$ cat src/amacd_pkg.sv
// Types, codes and the per-character accumulator update for the ASCII
// motor/arm command decoder.
// No dependencies.
package amacd_pkg;

    localparam int CmdW   = 8;
    localparam int MagW   = 10;
    localparam int AngleW = 11;
    localparam int Slices = 5;
    localparam int CfgIdxW = 2;

    localparam logic [MagW-1:0] MagCap   = 10'd1023;
    localparam logic [7:0]      SpaceChr = 8'd32;
    localparam logic [7:0]      NulChr   = 8'd0;
    localparam logic [7:0]      PlusChr  = 8'd43;
    localparam logic [7:0]      MinusChr = 8'd45;
    localparam logic [7:0]      ZeroChr  = 8'd48;
    localparam logic [7:0]      NineChr  = 8'd57;
    localparam logic [7:0]      MotorSat = 8'd255;

    localparam logic [7:0] MotorLetterRst = 8'd111;
    localparam logic [7:0] ArmLetterRst   = 8'd97;
    localparam logic [7:0] EndByteRst     = 8'd118;

    // configuration register indexes
    localparam logic [CfgIdxW-1:0] CfgMotorLetter = 2'd0;
    localparam logic [CfgIdxW-1:0] CfgArmLetter   = 2'd1;
    localparam logic [CfgIdxW-1:0] CfgEndByte     = 2'd2;

    // result kinds
    localparam logic [1:0] KindMotor   = 2'd0;
    localparam logic [1:0] KindArm     = 2'd1;
    localparam logic [1:0] KindInvalid = 2'd2;

    typedef enum logic [1:0] {
        PH_CMD  = 2'd0,
        PH_ARG1 = 2'd1,
        PH_ARG2 = 2'd2
    } phase_t;

    typedef enum logic [1:0] {
        SCAN_LEAD   = 2'd0,
        SCAN_DIGITS = 2'd1,
        SCAN_DONE   = 2'd2
    } scan_t;

    typedef struct packed {
        scan_t           scan;
        logic            neg;
        logic [MagW-1:0] mag;
    } acc_t;

    localparam acc_t AccClear = '{scan: SCAN_LEAD, neg: 1'b0, mag: '0};

    function automatic logic is_blank(input logic [7:0] c);
        return (c == SpaceChr) || (c >= 8'd9 && c <= 8'd13);
    endfunction

    // atoi-style streaming update: leading blanks, optional sign, digits
    function automatic acc_t acc_feed(input acc_t a, input logic [7:0] c);
        acc_t        r;
        logic        digit;
        logic        take;
        logic [13:0] prod;
        r     = a;
        digit = (c >= ZeroChr) && (c <= NineChr);
        take  = 1'b0;
        case (a.scan)
            SCAN_LEAD:
            begin
                if (is_blank(c))
                begin
                    take = 1'b0;
                end
                else if (c == PlusChr || c == MinusChr)
                begin
                    r.neg  = (c == MinusChr);
                    r.scan = SCAN_DIGITS;
                end
                else if (!digit)
                begin
                    r.scan = SCAN_DONE;
                end
                else
                begin
                    r.scan = SCAN_DIGITS;
                    take   = 1'b1;
                end
            end
            SCAN_DIGITS:
            begin
                if (digit)
                begin
                    take = 1'b1;
                end
                else
                begin
                    r.scan = SCAN_DONE;
                end
            end
            default:
            begin
                take = 1'b0;
            end
        endcase
        // mag * 10 + digit, saturated
        prod = ({4'd0, a.mag} << 3) + ({4'd0, a.mag} << 1) + {10'd0, c[3:0]};
        if (take)
        begin
            r.mag = (prod > {4'd0, MagCap}) ? MagCap : prod[MagW-1:0];
        end
        return r;
    endfunction

    function automatic logic [AngleW-1:0] acc_signed(input acc_t a);
        logic [AngleW-1:0] m;
        m = {1'b0, a.mag};
        return a.neg ? (~m + 1'b1) : m;
    endfunction

endpackage

$ cat src/ascii_motor_arm_command_decoder.sv
// Top level of the ASCII motor/arm command decoder: line parser state,
// streaming argument accumulators and the registered result.
// Depends on amacd_pkg.
// A terminator byte's result is registered at the clock edge that accepts the byte.
// Throughput: one byte per cycle; input stalls only while a result is held and
// the output side stalls. Other bytes give no result.
// Reset: asynchronous, active low; clears the parser state, restores the command
// letters and terminator to their defaults and empties the result register.
module ascii_motor_arm_command_decoder #(
    parameter int ARG_CHARS = 15
) (
    input  logic                              clk,
    input  logic                              rst_n,
    input  logic                              cfg_write,
    input  logic [amacd_pkg::CfgIdxW-1:0]     cfg_index,
    input  logic [7:0]                        cfg_data,
    input  logic                              in_valid,
    output logic                              in_stall,
    input  logic [7:0]                        rx_byte,
    output logic                              out_valid,
    input  logic                              out_stall,
    output logic [1:0]                        result_kind,
    output logic [7:0]                        left_magnitude,
    output logic                              left_reverse,
    output logic [7:0]                        right_magnitude,
    output logic                              right_reverse,
    output logic signed [amacd_pkg::AngleW-1:0] waist_target,
    output logic signed [amacd_pkg::AngleW-1:0] shoulder_target,
    output logic signed [amacd_pkg::AngleW-1:0] elbow_target,
    output logic signed [amacd_pkg::AngleW-1:0] wrist_target,
    output logic signed [amacd_pkg::AngleW-1:0] gripper_target
);

    localparam int PosW = $clog2(ARG_CHARS + 1);
    localparam logic [PosW-1:0] PosLimit = PosW'(ARG_CHARS);

    // configuration
    logic [7:0] motor_letter_reg;
    logic [7:0] arm_letter_reg;
    logic [7:0] end_byte_reg;

    // parser state
    amacd_pkg::phase_t phase_reg, phase_next;
    logic [PosW-1:0]   pos_reg, pos_next;
    logic [2:0]        slice_idx_reg, slice_idx_next;
    logic [1:0]        slice_sub_reg, slice_sub_next;
    logic [7:0]        cmd_reg, cmd_next;
    amacd_pkg::acc_t   arg1_reg, arg1_next;
    amacd_pkg::acc_t   arg2_reg, arg2_next;
    amacd_pkg::acc_t   slice_reg [amacd_pkg::Slices];
    amacd_pkg::acc_t   slice_next [amacd_pkg::Slices];

    // result register
    logic                             out_valid_reg, out_valid_next;
    logic [1:0]                       kind_reg, kind_next;
    logic [7:0]                       lmag_reg, lmag_next;
    logic                             lrev_reg, lrev_next;
    logic [7:0]                       rmag_reg, rmag_next;
    logic                             rrev_reg, rrev_next;
    logic [amacd_pkg::AngleW-1:0]     angle_reg [amacd_pkg::Slices];
    logic [amacd_pkg::AngleW-1:0]     angle_next [amacd_pkg::Slices];

    logic in_take;
    logic is_end;
    logic is_space;
    logic arg_open;

    assign in_stall = out_valid_reg & out_stall;
    assign in_take  = in_valid & ~in_stall;
    assign is_end   = (rx_byte == end_byte_reg);
    assign is_space = (rx_byte == amacd_pkg::SpaceChr);
    assign arg_open = (pos_reg < PosLimit);

    always_ff @(posedge clk or negedge rst_n)
    begin
        if (!rst_n)
        begin
            motor_letter_reg <= amacd_pkg::MotorLetterRst;
            arm_letter_reg   <= amacd_pkg::ArmLetterRst;
            end_byte_reg     <= amacd_pkg::EndByteRst;
        end
        else if (cfg_write)
        begin
            case (cfg_index)
                amacd_pkg::CfgMotorLetter: motor_letter_reg <= cfg_data;
                amacd_pkg::CfgArmLetter:   arm_letter_reg   <= cfg_data;
                amacd_pkg::CfgEndByte:     end_byte_reg     <= cfg_data;
                default:                   motor_letter_reg <= motor_letter_reg;
            endcase
        end
    end

    // phase sequencing
    always_comb
    begin
        phase_next = phase_reg;
        if (in_take)
        begin
            if (is_end)
            begin
                phase_next = amacd_pkg::PH_CMD;
            end
            else if (is_space)
            begin
                case (phase_reg)
                    amacd_pkg::PH_CMD:  phase_next = amacd_pkg::PH_ARG1;
                    amacd_pkg::PH_ARG1: phase_next = amacd_pkg::PH_ARG2;
                    default:            phase_next = phase_reg;
                endcase
            end
        end
    end

    // accumulators and character counters
    always_comb
    begin
        pos_next       = pos_reg;
        slice_idx_next = slice_idx_reg;
        slice_sub_next = slice_sub_reg;
        cmd_next       = cmd_reg;
        arg1_next      = arg1_reg;
        arg2_next      = arg2_reg;
        for (int k = 0; k < amacd_pkg::Slices; k++)
        begin
            slice_next[k] = slice_reg[k];
        end
        if (in_take)
        begin
            if (is_end)
            begin
                pos_next       = '0;
                slice_idx_next = '0;
                slice_sub_next = '0;
                cmd_next       = '0;
                arg1_next      = amacd_pkg::AccClear;
                arg2_next      = amacd_pkg::AccClear;
                for (int k = 0; k < amacd_pkg::Slices; k++)
                begin
                    slice_next[k] = amacd_pkg::AccClear;
                end
            end
            else if (is_space)
            begin
                if (phase_reg == amacd_pkg::PH_ARG1)
                begin
                    pos_next = '0;
                end
            end
            else if (phase_reg == amacd_pkg::PH_CMD)
            begin
                cmd_next = rx_byte;
            end
            else if (arg_open)
            begin
                if (rx_byte == amacd_pkg::NulChr)
                begin
                    // NUL closes the argument text
                    pos_next = PosLimit;
                end
                else
                begin
                    pos_next = pos_reg + 1'b1;
                    if (phase_reg == amacd_pkg::PH_ARG1)
                    begin
                        arg1_next = amacd_pkg::acc_feed(arg1_reg, rx_byte);
                        for (int k = 0; k < amacd_pkg::Slices; k++)
                        begin
                            if (slice_idx_reg == 3'(k))
                            begin
                                slice_next[k] = amacd_pkg::acc_feed(slice_reg[k], rx_byte);
                            end
                        end
                        // three characters per slice; index stops past the last
                        if (slice_sub_reg == 2'd2)
                        begin
                            slice_sub_next = '0;
                            if (slice_idx_reg < 3'(amacd_pkg::Slices))
                            begin
                                slice_idx_next = slice_idx_reg + 1'b1;
                            end
                        end
                        else
                        begin
                            slice_sub_next = slice_sub_reg + 1'b1;
                        end
                    end
                    else
                    begin
                        arg2_next = amacd_pkg::acc_feed(arg2_reg, rx_byte);
                    end
                end
            end
        end
    end

    // result formation on the terminator
    always_comb
    begin
        out_valid_next = out_valid_reg & out_stall;
        kind_next      = kind_reg;
        lmag_next      = lmag_reg;
        lrev_next      = lrev_reg;
        rmag_next      = rmag_reg;
        rrev_next      = rrev_reg;
        for (int k = 0; k < amacd_pkg::Slices; k++)
        begin
            angle_next[k] = angle_reg[k];
        end
        if (in_take && is_end)
        begin
            out_valid_next = 1'b1;
            kind_next      = amacd_pkg::KindInvalid;
            lmag_next      = '0;
            lrev_next      = 1'b0;
            rmag_next      = '0;
            rrev_next      = 1'b0;
            for (int k = 0; k < amacd_pkg::Slices; k++)
            begin
                angle_next[k] = '0;
            end
            if (cmd_reg == motor_letter_reg)
            begin
                kind_next = amacd_pkg::KindMotor;
                lmag_next = (arg1_reg.mag > 10'(amacd_pkg::MotorSat)) ?
                            amacd_pkg::MotorSat : arg1_reg.mag[7:0];
                rmag_next = (arg2_reg.mag > 10'(amacd_pkg::MotorSat)) ?
                            amacd_pkg::MotorSat : arg2_reg.mag[7:0];
                lrev_next = arg1_reg.neg & (arg1_reg.mag != '0);
                rrev_next = arg2_reg.neg & (arg2_reg.mag != '0);
            end
            else if (cmd_reg == arm_letter_reg)
            begin
                kind_next = amacd_pkg::KindArm;
                for (int k = 0; k < amacd_pkg::Slices; k++)
                begin
                    angle_next[k] = amacd_pkg::acc_signed(slice_reg[k]);
                end
            end
        end
    end

    always_ff @(posedge clk or negedge rst_n)
    begin
        if (!rst_n)
        begin
            phase_reg     <= amacd_pkg::PH_CMD;
            pos_reg       <= '0;
            slice_idx_reg <= '0;
            slice_sub_reg <= '0;
            cmd_reg       <= '0;
            arg1_reg      <= amacd_pkg::AccClear;
            arg2_reg      <= amacd_pkg::AccClear;
            for (int k = 0; k < amacd_pkg::Slices; k++)
            begin
                slice_reg[k] <= amacd_pkg::AccClear;
            end
            out_valid_reg <= 1'b0;
        end
        else
        begin
            phase_reg     <= phase_next;
            pos_reg       <= pos_next;
            slice_idx_reg <= slice_idx_next;
            slice_sub_reg <= slice_sub_next;
            cmd_reg       <= cmd_next;
            arg1_reg      <= arg1_next;
            arg2_reg      <= arg2_next;
            for (int k = 0; k < amacd_pkg::Slices; k++)
            begin
                slice_reg[k] <= slice_next[k];
            end
            out_valid_reg <= out_valid_next;
        end
    end

    // result payload, no reset
    always_ff @(posedge clk)
    begin
        kind_reg <= kind_next;
        lmag_reg <= lmag_next;
        lrev_reg <= lrev_next;
        rmag_reg <= rmag_next;
        rrev_reg <= rrev_next;
        for (int k = 0; k < amacd_pkg::Slices; k++)
        begin
            angle_reg[k] <= angle_next[k];
        end
    end

    assign out_valid       = out_valid_reg;
    assign result_kind     = kind_reg;
    assign left_magnitude  = lmag_reg;
    assign left_reverse    = lrev_reg;
    assign right_magnitude = rmag_reg;
    assign right_reverse   = rrev_reg;
    assign waist_target    = angle_reg[0];
    assign shoulder_target = angle_reg[1];
    assign elbow_target    = angle_reg[2];
    assign wrist_target    = angle_reg[3];
    assign gripper_target  = angle_reg[4];

endmodule

$ cat config.mk
export PLATFORM = sky130hd
export DESIGN_NAME = ascii_motor_arm_command_decoder
export DESIGN_NICKNAME = d
export VERILOG_FILES = /design/src/amacd_pkg.sv /design/src/ascii_motor_arm_command_decoder.sv
export SDC_FILE = /design/constraint.sdc
export NUM_CORES = 1
export LEC_CHECK = 0
export BUFFER_PORTS_ARGS = -buffer_cell sky130_fd_sc_hd__buf_2
export CAP_MARGIN = 25
export CORE_MARGIN = 2
export CORE_UTILIZATION = 34
export DETAILED_ROUTE_END_ITERATION = 16
export PLACE_DENSITY = 0.54
export SLEW_MARGIN = 20
export SYNTH_ARGS = -nofsm -noshare
export SYNTH_HDL_FRONTEND = slang
export SYNTH_SLANG_ARGS = --single-unit
$ cat constraint.sdc
create_clock -name clk -period 3.9 [get_ports clk]
set_input_delay 0.78 -clock clk [delete_from_list [all_inputs] [get_ports clk]]
set_output_delay 0.78 -clock clk [all_outputs]
set_load 0.02 [all_outputs]
== After elaboration in Yosys (flattened, before gate mapping) ==
Memory sizes are Yosys's and may differ from the RTL's.
Index checks and enable logic that the tools add are counted.
Storage, ports and cells
  register bits: 155
  bits in latches: 0
  bits in writable memories: 55
  ROM bits: 0
  bits of input ports: 23
  output and inout port bits: 77
  logic and storage cells: 366
  memories kept: 1
Operators by class
  $add $sub $neg: 22
  multiply operators: 0
  div/mod/pow operators: 0
  order comparisons: 15
  eq/ne operators: 42
  shift operators: 0
  mux-type cells: 159
  bitwise logic cells: 10
  reductions and logical operators: 82
Memories
  angle_reg: depth 5, width 11, rd ports 5, clocked after Yosys merged registers in 0, wr ports 5, RTL line ascii_motor_arm_command_decoder.sv:60  | logic [amacd_pkg::AngleW-1:0] angle_reg [amacd_pkg::Slices];
Operators by type and width (count)
  65-bit two-way mux: 6
  13-bit two-way mux: 17
  55-bit two-way mux: 3
  10-bit two-way mux: 14
  10-bit AND reduction: 10
  13-bit by 11-bit adder with 14-bit output: 7
  14-bit by 4-bit adder with 14-bit output: 7
  14-bit by 10-bit > comparator with 1-bit output (second input constant): 7
  1-bit two-way mux: 66
  11-bit by 1-bit adder with 11-bit output (second input constant): 5
  11-bit two-way mux: 5
  10-bit inverter with 11-bit output: 5
  2-bit nonzero test: 26
  8-bit AND reduction: 6
  3-bit inequality test (second input constant): 15
  8-bit two-way mux: 5
  9-bit AND reduction: 4
  2-bit one-hot mux with 2 select lines: 8
  3-bit two-way mux: 9
  3-bit nonzero test: 9
  2-bit two-way mux: 13
  8-bit by 6-bit == test with 1-bit output (second input constant): 3
  8-bit == test: 3
  4-bit two-way mux: 6
  31 further kinds: 71

== Logic depth before layout (Yosys ltp) ==
Gate-level depths: netlist of the first run.
  depth in word-level cells: 22
  depth in mapped cells: 12

== Worst setup path before layout of the first run ==
Ideal clock, no wire load.
  kind: input port to flip-flop
  from: input port rx_byte[2]
  to: register slice_reg[49] in the netlist's numbering
  setup time: 0.125 ns
  arrival time: 3.928 ns
  required time: 3.775 ns
  setup slack: -0.152 ns
  stages: 8
  buffers on the path: 1
  cells stage by stage: buf_2 -> xnor2_1 -> nand4_1 -> nor2_2 -> nand2_1 -> clkinv_1 -> o21ai_0 -> mux2_2
On the way
  word-level cells in the longest chain between the ends: 11
Ends and longest elaborated chain
  start: declaration: RTL line ascii_motor_arm_command_decoder.sv:19  | input logic [7:0] rx_byte,
  8-bit by 6-bit == test with 1-bit output: RTL line amacd_pkg.sv:75, amacd_pkg.sv:77
  1-bit two-way mux: RTL line amacd_pkg.sv:75  | else if (c == PlusChr || c == MinusChr)
  3-bit two-way mux
  1-bit two-way mux: RTL line amacd_pkg.sv:68  | case (a.scan)
  13-bit two-way mux: RTL line ascii_motor_arm_command_decoder.sv:168  | if (slice_idx_reg == 3'(k))
  65-bit two-way mux: RTL line ascii_motor_arm_command_decoder.sv:163  | if (phase_reg == amacd_pkg::PH_ARG1)
  65-bit two-way mux: RTL line ascii_motor_arm_command_decoder.sv:155  | if (rx_byte == amacd_pkg::NulChr)
  65-bit two-way mux: RTL line ascii_motor_arm_command_decoder.sv:153  | else if (arg_open)
  65-bit two-way mux: RTL line ascii_motor_arm_command_decoder.sv:149  | else if (phase_reg == amacd_pkg::PH_CMD)
  65-bit two-way mux: RTL line ascii_motor_arm_command_decoder.sv:142  | else if (is_space)
  65-bit two-way mux: RTL line ascii_motor_arm_command_decoder.sv:129  | if (is_end)
  end signal: indexed assignment: RTL line ascii_motor_arm_command_decoder.sv:255  | slice_reg[k] <= amacd_pkg::AccClear;
  end signal: indexed assignment: RTL line ascii_motor_arm_command_decoder.sv:270  | slice_reg[k] <= slice_next[k];
  end: declaration: RTL line ascii_motor_arm_command_decoder.sv:50  | amacd_pkg::acc_t slice_reg [amacd_pkg::Slices];
Parallel ways exist; a longest one is shown, timed or not. The select of a mux whose other input is x is not followed.
A chain may end at the register's enable or synchronous reset.

== Worst setup path after layout of the first run ==
  from: register slice_reg[52] in the netlist's numbering
  to: register slice_reg[55] in the netlist's numbering
On the way
  word-level cells in the longest chain between the ends: 12
Ends and longest elaborated chain
  13-bit by 11-bit adder with 14-bit output *: RTL line amacd_pkg.sv:107  | prod = ({4'd0, a.mag} << 3) + ({4'd0, a.mag} << 1) + {10'd0, c[3:0]};
  14-bit by 4-bit adder with 14-bit output *: RTL line amacd_pkg.sv:107
  14-bit by 10-bit > comparator with 1-bit output: RTL line amacd_pkg.sv:110  | r.mag = (prod > {4'd0, MagCap}) ? MagCap : prod[MagW-1:0];
  10-bit two-way mux *: RTL line amacd_pkg.sv:110
  10-bit two-way mux *: RTL line amacd_pkg.sv:108  | if (take)
  13-bit two-way mux *: RTL line ascii_motor_arm_command_decoder.sv:168
  65-bit two-way mux *: RTL line ascii_motor_arm_command_decoder.sv:163
  65-bit two-way mux *: RTL line ascii_motor_arm_command_decoder.sv:155
  65-bit two-way mux *: RTL line ascii_motor_arm_command_decoder.sv:153
  65-bit two-way mux *: RTL line ascii_motor_arm_command_decoder.sv:149
  65-bit two-way mux *: RTL line ascii_motor_arm_command_decoder.sv:142
  65-bit two-way mux *: RTL line ascii_motor_arm_command_decoder.sv:129
Every way passes the cells marked *; elsewhere a longest branch is shown, timed or not. The select of a mux whose other input is x is not followed.

==> run summary, run 1 <==
Status - completed
Worst Setup End Kind - register
Final min period - 3.29 ns
FF-to-FF path depth - 10
Psw - 1.38 mW
Core Area - 0.0421 sq mm
Fin crit share - 84.4%
Clk buf depth - 3
Die width - 211 microns
Initial antenna violation count - 1
Net count, final - 1,765
WL per Instance - 17.2 microns
Post-synth EDFFs - 75
Final hold vios - 0
Pwr Density - 325 mW/mm^2
1st-iter DRT viols - 786
Commonest non-fill, non-tap cell in the layout - ha_1
Synth Area in Simple Gates - 13.8%
Sequential cell area - 0.00565 sq mm
Mux cell area share after synthesis - 3.25%
GRT overflow - 0
Die ar. - 0.0445 sq mm
I/O pin cnt - 100
Dpl cells - 2,094
CTS tree - yes
Switching part of the total - 25.3%
WP data required - 4.31 ns
Post-Synth Adder-Cell Area - 14.3%
Overall power consumption - 5.44 mW
Largest family of logic cells by synthesized area - compound AO/OA/AOI/OAI gates
Sum of negative setup slack - 0 ns
Pin count of the biggest net entering global routing - 72
Slew Viols, Final - 0
Cts hold-fix bufs - 0
Register area share after synthesis - 38.8%
Min Hold Slack - 0.226 ns
Detail Route Antenna Nets - 0
CP arrival - 3.71 ns
Non-filler cells, final - 2,144
Hold crit path type - input pin to async pin
Seq pwr share - 46.7%
Syn Area/Cell - 9.97 sq um
Post-synthesis compound-gate area fraction - 20.5%
Vias in the first global route - 11,400
Clock skew - 0.0178 ns
Syn Std Cell Area - 0.0146 sq mm
Relative slew slack - 39.5%
Worst-Margin Slew - 0.900 ns
R2r setup slk - 0.61 ns
Lkg Pwr - 7.89 nW
Setup crit start kind - register
VDD IR-drop max - 315 uV
H-tree levels - 1
P&R area growth vs syn - 14.9%
Net Count, Synth - 1,641
Area occupied by multi-input gates - 0.00844 sq mm
GP Congestion - 0.818
Pre-antenna DRT Iters - 5
Clock share of power - 43.4%
Die height - 211 microns
First-pass GRT wire length - 60.5 mm
Distinct cell type count after synthesis - 95
Post-Synth XOR/XNOR Area - 6.02%
RSZ-0062 raised after global routing - no
Register bit total from synthesis - 210
Total track usage - 16.6%
Routed WL - 36.9 mm
Clock slew at reported path FFs - 0.06 ns
Pint - 4.06 mW
Cts bufs inserted - 27
Yosys warnings - 0
Max FFs per register - 65
Vias - 11,600
Fmax - 304 MHz
Most used DFF post-synth - dfrtp_1
Ranking of synthesized cells by area - dfrtp_1 (21%), edfxtp_1 (15%), ha_1 (12%)
Crit Path Class - register to register
Vias per Instance - 5.42
Final setup viols - 0
CP max FO - 10
Setup bufs post-CTS - 0
PortBufs - 99
# rows - 75
# DRC - 0
Leading area contributor after synthesis - dfrtp_1
Logic gate share of total power - 9.9%
CTS Sinks - 210
Cts repair resizes - 0
Root Driver - clkbuf_16
Max Cap Viol - 0
Asr flop ratio synth - 64.3%
Fraction of layout cells with a size suffix above 1 - 15.9%
HPWL Detailed - 27.2 mm
Worst skew pair latency - 0.55 ns
Number of antenna diodes - 0
Starting density of the core - 34.5%
Fillers - 4,084
Cells after synthesis - 1,460
Share of the synthesized area in the top cell type - 20.8%
Commonest non-fill, non-tap cells in the layout - ha_1 (144), dfrtp_1 (121), nor2_1 (119), o21ai_0 (103), buf_2 (98)
worst max-delay path, stage by stage (launching register included):
cell and delay [ns]:
dfrtp_1 0.41, inv_1 0.16, fa_1 0.59, inv_1 0.06
ha_1 0.28, a21oi_1 0.24, o211ai_1 0.21, a311o_1 0.38
a211oi_1 0.24, o32a_1 0.44, o211ai_1 0.15
cell families after synthesis:
family / count (synthesis)
simple gates: 393
xor+xnor: 100
buf+inv: 121
fa+ha+maj: 158
flops: 210
compound gates: 435
mux: 43
final cells by class:
cell class,instances,share of cell area [%]
sequential,210,33.8
inverter,79,1.78
tap,539,4.03
timing repair buffer,137,4.95
clock inverter,18,0.830
clock buffer,32,4.15
multi-input combinational,1129,50.5
cells in the mapped netlist, drive strengths merged (14+ instances only):
| cell type | count |
|---|---|
| nand3 | 34 |
| nor2 | 122 |
| dfstp | 14 |
| a21oi | 72 |
| ha | 144 |
| xor2 | 41 |
| o21ai | 111 |
| nor2b | 19 |
| o211ai | 20 |
| nor3 | 22 |
| o21a | 37 |
| nand2 | 87 |
| xnor2 | 59 |
| edfxtp | 75 |
| o31ai | 23 |
| buf | 17 |
| a22o | 19 |
| a211oi | 23 |
| or3 | 16 |
| a21o | 17 |
| nand4 | 16 |
| mux2 | 34 |
| fa | 14 |
| a31oi | 16 |
| inv | 78 |
| clkbuf | 25 |
| dfrtp | 121 |
routing by layer:
| layer | share of wire [%] | track usage [%] |
|---|---|---|
| met5 | 0.030 | 0 |
| met4 | 1.8 | 3.72 |
| met3 | 4.2 | 2.13 |
| met2 | 46 | 27.4 |
| met1 | 48 | 23.4 |
path summary, 6_finish.rpt:
| check | start | end |
|---|---|---|
| max in group asynchronous | rst_n | motor_letter_reg[2] |
| max reg2reg | slice_reg[52] | slice_reg[55] |
| min | rst_n | out_valid |
| min in group clk | out_stall | out_valid |
| min reg2reg | slice_reg[38] | slice_reg[38] |
| max | slice_reg[52] | slice_reg[55] |
metrics by stage:
stage / cell area, sq um / util, % / worst slack [ns]
after floorplan: 14600 / - / 0.127
after global placement: 15900 / 37.7 / 0.0976
after detailed placement: 15900 / 37.7 / 0.0329
after CTS: 16700 / 39.7 / 0.599
after global routing: 16700 / 39.7 / 0.329
final: 16700 / 39.7 / 0.607
power by group through the flow:
stage	Sequential, mW	Clock [mW]	Combinational [mW]
final	2.54	2.36	0.538
after global routing	2.56	2.52	0.606
after CTS	2.54	2.43	0.544
after detailed placement	2.58	0	0.542
after global placement	2.58	0	0.527
after floorplan	2.55	0	0.383
Power figures use the tool's default switching activity.
==> run 2, diff against run 1 <==
PLACE_DENSITY = 0.56   (was 0.54)
clock period = 2.9 ns   (was 3.9 ns; I/O delays follow)
==> run 2 against run 1 <==
Effect of this change:
- the run now ends with setup timing left
- flip-flop and latch count unchanged
- hold slack worse by 0.17 ns
- wire length up 2.9%
- critical path type is now input pin to register
- via count up 4.5%
- combinational power up 46%
- non-clock buffer count up 106
- highest routed layer is now met4
- largest power group unchanged
- register-to-register slack worse by 0.62 ns
- global-route usage up 0.31 points
- first-iteration DRC count down 7.6%
==> run summary, run 2 (same netlist as run 1, synthesis figures left out) <==
Fillers - 3,975
Fmax - 340 MHz
Root Driver - clkbuf_16
Commonest non-fill, non-tap cell in the layout - ha_1
CTS tree - yes
Pin count of the biggest net entering global routing - 68
H-tree levels - 1
First-pass GRT wire length - 62.0 mm
Worst Setup End Kind - register
CP arrival - 3.36 ns
Die width - 211 microns
Commonest non-fill, non-tap cells in the layout - ha_1 (135), buf_4 (128), nor2_1 (119), dfrtp_1 (115), o21ai_0 (98)
Net count, final - 1,870
Detail Route Antenna Nets - 0
Fraction of layout cells with a size suffix above 1 - 26.4%
Vias in the first global route - 12,100
Starting density of the core - 34.5%
GP Congestion - 0.897
Final core utilization - 43.0%
# DRC - 0
CTS Sinks - 210
WL per Instance - 16.9 microns
Cts bufs inserted - 25
Crit Path Class - input pin to register
Final setup viols - 10
Lkg Pwr - 8.48 nW
Die height - 211 microns
Pre-antenna DRT Iters - 5
Final WS setup - -0.0451 ns
PortBufs - 99
Failing checks - setup timing
Dpl cells - 2,186
HPWL Detailed - 28.2 mm
Min Hold Slack - 0.0613 ns
Vias - 12,100
WP data required - 3.32 ns
Non-filler cells, final - 2,246
Routed WL - 37.9 mm
Fin crit share - 102%
Initial antenna violation count - 0
Slew Viols, Final - 0
Max FFs per register - 65
Worst skew pair latency - 0.54 ns
Number of antenna diodes - 0
Relative slew slack - 50.8%
Worst slack at placement - -0.633 ns
Status - complete, but fails checks
Final hold vios - 0
# rows - 75
CP max FO - 5
I/O pin cnt - 100
Total track usage - 16.9%
Max Cap Viol - 0
Vias per Instance - 5.41
Clock skew - 0.00723 ns
Core Area - 0.0421 sq mm
Overall power consumption - 7.36 mW
VDD IR-drop max - 338 uV
RSZ-0062 raised after global routing - yes
FF-to-FF path depth - 11
1st-iter DRT viols - 726
Hold crit path type - input pin to async pin
Clk buf depth - 3
Pwr Density - 406 mW/mm^2
Setup crit start kind - input pin
Clock slew at reported path FFs - 0.06 ns
Final min period - 2.95 ns
Die ar. - 0.0445 sq mm
Worst-Margin Slew - 0.733 ns
P&R area growth vs syn - 24.5%
GRT overflow - 0
==> run 2: critical path, cell delays in order <==
cell and delay [ns]:
buf_8 0.08, clkinvlp_4 0.10, buf_6 0.13, buf_12 0.13, fa_2 0.57, inv_2 0.05
ha_4 0.21, a21oi_4 0.12, o211ai_1 0.16, a311o_1 0.41, a211oi_2 0.24, o32a_1 0.33
buf_12 0.16, o211ai_1 0.08
==> run 2: through the flow <==
step                instance area, sq um  setup TNS, ns
finish                             18100         -0.280
global route                       18100          -2.21
CTS                                17800              0
detailed placement                 16900         -34.56
global placement                   16900         -30.29
floorplan                          14800          -4.88
==> run 2: per-layer routing <==
layer  up-vias  track usage [%]  share of wire, %
met5         -                0                 0
met4         0             4.69               2.1
met3        52             2.17               3.9
met2       227             28.7                47
met1      5947             22.8                46
li1       5919                -                 -
==> run 2: layout make-up <==
type / count / area (sq um) / area share [%]
tap: 539 / 674 / 3.72
timing repair buffer: 243 / 1770 / 9.77
multi-input combinational: 1130 / 8900 / 49.1
inverter: 79 / 305 / 1.68
sequential: 210 / 5660 / 31.2
clock buffer: 35 / 707 / 3.90
clock inverter: 10 / 110 / 0.607
==> run 2: repair_timing <==
| action | CTS | global route |
|---|---|---|
| setup buffers | 2 | 12 |
| setup endpoints to repair | 5 | 49 |
| resized for setup | 3 | 66 |
| hold buffers | 0 | 0 |
| cloned | 0 | 2 |
| endpoints found under the hold margin | 0 | 0 |
| pin swaps | 4 | 28 |
==> run 2: path summary, 6_finish.rpt <==
path / startpoint / endpoint / slack, ns
hold / removal: rst_n / cmd_reg[4] / 0.06
max in group asynchronous: rst_n / slice_reg[6] / 2.10
hold reg to reg: slice_reg[25] / slice_reg[25] / 0.49
setup / recovery: rx_byte[3] / slice_reg[60] / -0.05
setup reg to reg: slice_reg[54] / slice_reg[60] / -0.01
min in group clk: cfg_data[6] / end_byte_reg[6] / 0.31
==> run 2: where the power goes <==
group | total, mW | switching, mW | internal (mW)
registers | 3.42 | 0.160 | 3.26
logic | 0.787 | 0.412 | 0.375
clock network | 3.15 | 1.28 | 1.87
total | 7.36 | 1.85 | 5.51
==> run 3, diff against run 2 <==
GPL_TIMING_DRIVEN = 0   (was not set)
==> run 3 against run 2 <==
Effect of this change:
- the run still ends with setup timing left
- largest power group unchanged
- non-clock buffer count shrank 57
- combinational power down 2.8%
- global-route usage up 0.55 points
- clock power up 3%
- cell area decreased by 2.9%
- hold slack improved by 0.23 ns
- via count shrank 2.0%
==> run summary, run 3 (same netlist as run 1, synthesis figures left out) <==
Status - complete, but fails checks
Failing checks - setup timing
Commonest non-fill, non-tap cell in the layout - ha_1
CTS Sinks - 210
# DRC - 0
Sequential cell area - 0.00567 sq mm
RSZ-0062 raised after global routing - yes
GP Congestion - 0.854
Final WS setup - -0.130 ns
Crit path from - slice_reg[1]
Hold crit path type - input pin to register
GRT overflow - 0
Overall power consumption - 7.43 mW
Critical Path Max Stage Delay - 0.41 ns
Fillers - 4,048
First-pass GRT wire length - 63.1 mm
Slew Viols, Final - 0
CP top delay family - compound AO/OA/AOI/OAI gates
Total track usage - 17.5%
Die ar. - 0.0445 sq mm
Final core utilization - 41.8%
DP Area - 0.0161 sq mm
Clock skew - 0.0176 ns
Pin count of the biggest net entering global routing - 81
Final min period - 3.03 ns
Relative slew slack - 33.3%
Area occupied by multi-input gates - 0.00898 sq mm
Crit path to - slice_reg[0]
R2r setup slk - -0.13 ns
I/O pin cnt - 100
Max FFs per register - 65
Die height - 211 microns
Most used cell, CP - ha_1
Levels on crit path - 9
Cts bufs inserted - 26
Clock slew at reported path FFs - 0.06 ns
Root Driver - clkbuf_16
PortBufs - 97
Fin crit share - 104%
Worst-Margin Slew - 0.993 ns
Worst skew pair latency - 0.56 ns
Pre-antenna DRT Iters - 5
Min Hold Slack - 0.292 ns
Final setup viols - 14
Die width - 211 microns
P&R area growth vs syn - 20.9%
Max Cap Viol - 0
CTS tree - yes
Commonest non-fill, non-tap cells in the layout - ha_1 (132), nor2_1 (118), buf_2 (107), dfrtp_1 (106), o21ai_0 (96)
Routed WL - 38.7 mm
Worst-path cell chain - buf_4, ha_1, ha_1, and2b_1, o31a_1, o41ai_4, a32o_2, a211oi_4, or3b_1
FF-to-FF path depth - 9
Crit Path Class - register to register
Worst Setup End Kind - register
Pwr Density - 422 mW/mm^2
Number of antenna diodes - 0
Vias per Instance - 5.43
Reg2Reg Capture Point - slice_reg[0]
CP arrival - 3.45 ns
Post-route cell area - 0.0176 sq mm
# rows - 75
Vias in the first global route - 11,800
Initial antenna violation count - 0
Worst slack at placement - -1.01 ns
Critical-path top delay cell - dfrtp_2
Bufs and invs on worst path - 1
Detail Route Antenna Nets - 0
Core Area - 0.0421 sq mm
Final hold vios - 0
FF-to-FF Start - slice_reg[1]
VDD IR-drop max - 409 uV
WL per Instance - 17.6 microns
Clk buf depth - 3
WP data required - 3.32 ns
Starting density of the core - 34.5%
1st-iter DRT viols - 827
HPWL Detailed - 27.7 mm
Fraction of layout cells with a size suffix above 1 - 23.1%
Vias - 11,900
Setup crit start kind - register
Fmax - 330 MHz
CP max FO - 5
Net count, final - 1,816
Lkg Pwr - 8.06 nW
H-tree levels - 1
==> run 3: cell count changes in the layout (fill, tap and decap cells not counted), sizes merged <==
cell / delta
bufinv: +1
a211oi: +1
clkinvlp: -1
dlygate4sd3: +1
buf: -81
clkbuf: +17
clkinv: +10
==> run 3: layer usage <==
layer  vias to the layer above  track usage, %  part of all wire (%)
met2                       233            29.2                    46
li1                       5815               -                     -
met3                        58            2.50                   4.2
met5                         -               0                     0
met1                      5799            23.7                    47
met4                         0            4.98                   2.5
==> run 3: cell type report <==
| class | count | area share [%] |
|---|---|---|
| flip-flops and latches | 210 | 32.2 |
| well taps | 539 | 3.83 |
| clock buffers | 29 | 3.76 |
| multi-input cells | 1131 | 51.0 |
| clock inverters | 19 | 1.04 |
| repair inverters | 1 | 0.0498 |
| plain buffers | 41 | 1.16 |
| repair buffers | 145 | 5.13 |
| inverters | 79 | 1.79 |
==> run 3: what timing repair did <==
item | 4_1_cts | 5_1_grt
setup buffers | 26 | 16
setup endpoints to repair | 130 | 72
cloned | 3 | 1
hold endpoints to repair | 47 | 0
gates resized for setup | 26 | 58
hold buffers | 1 | 0
pin swaps | 16 | 22
==> run 3: worst min-delay path by stage <==
stage	start	slack, ns	end	depth (start not counted)
floorplan	rst_n	0.28	arg1_reg[0]	0
global placement	slice_reg[38]	0.48	slice_reg[38]	1
detailed placement	slice_reg[38]	0.49	slice_reg[38]	1
CTS	cfg_data[5]	0.27	arm_letter_reg[5]	2
global route	cfg_data[3]	0.29	arm_letter_reg[3]	2
finish	cfg_data[3]	0.29	arm_letter_reg[3]	2
==> run 3: through the flow <==
| step | setup TNS (ns) | cells |
|---|---|---|
| floorplan | -4.88 | 1460 |
| global placement | -220.80 | 2096 |
| detailed placement | -108.07 | 2100 |
| CTS | -0.563 | 2178 |
| global route | -3.72 | 2194 |
| finish | -0.855 | 2194 |
==> run 3: power breakdown <==
| part | leakage, nW | internal, mW | total [mW] | switching, mW |
|---|---|---|---|---|
| Sequential | 2.59 | 3.26 | 3.42 | 0.160 |
| Clock | 0.413 | 1.91 | 3.24 | 1.33 |
| Combinational | 5.05 | 0.352 | 0.765 | 0.414 |
| Total | 8.06 | 5.52 | 7.43 | 1.91 |
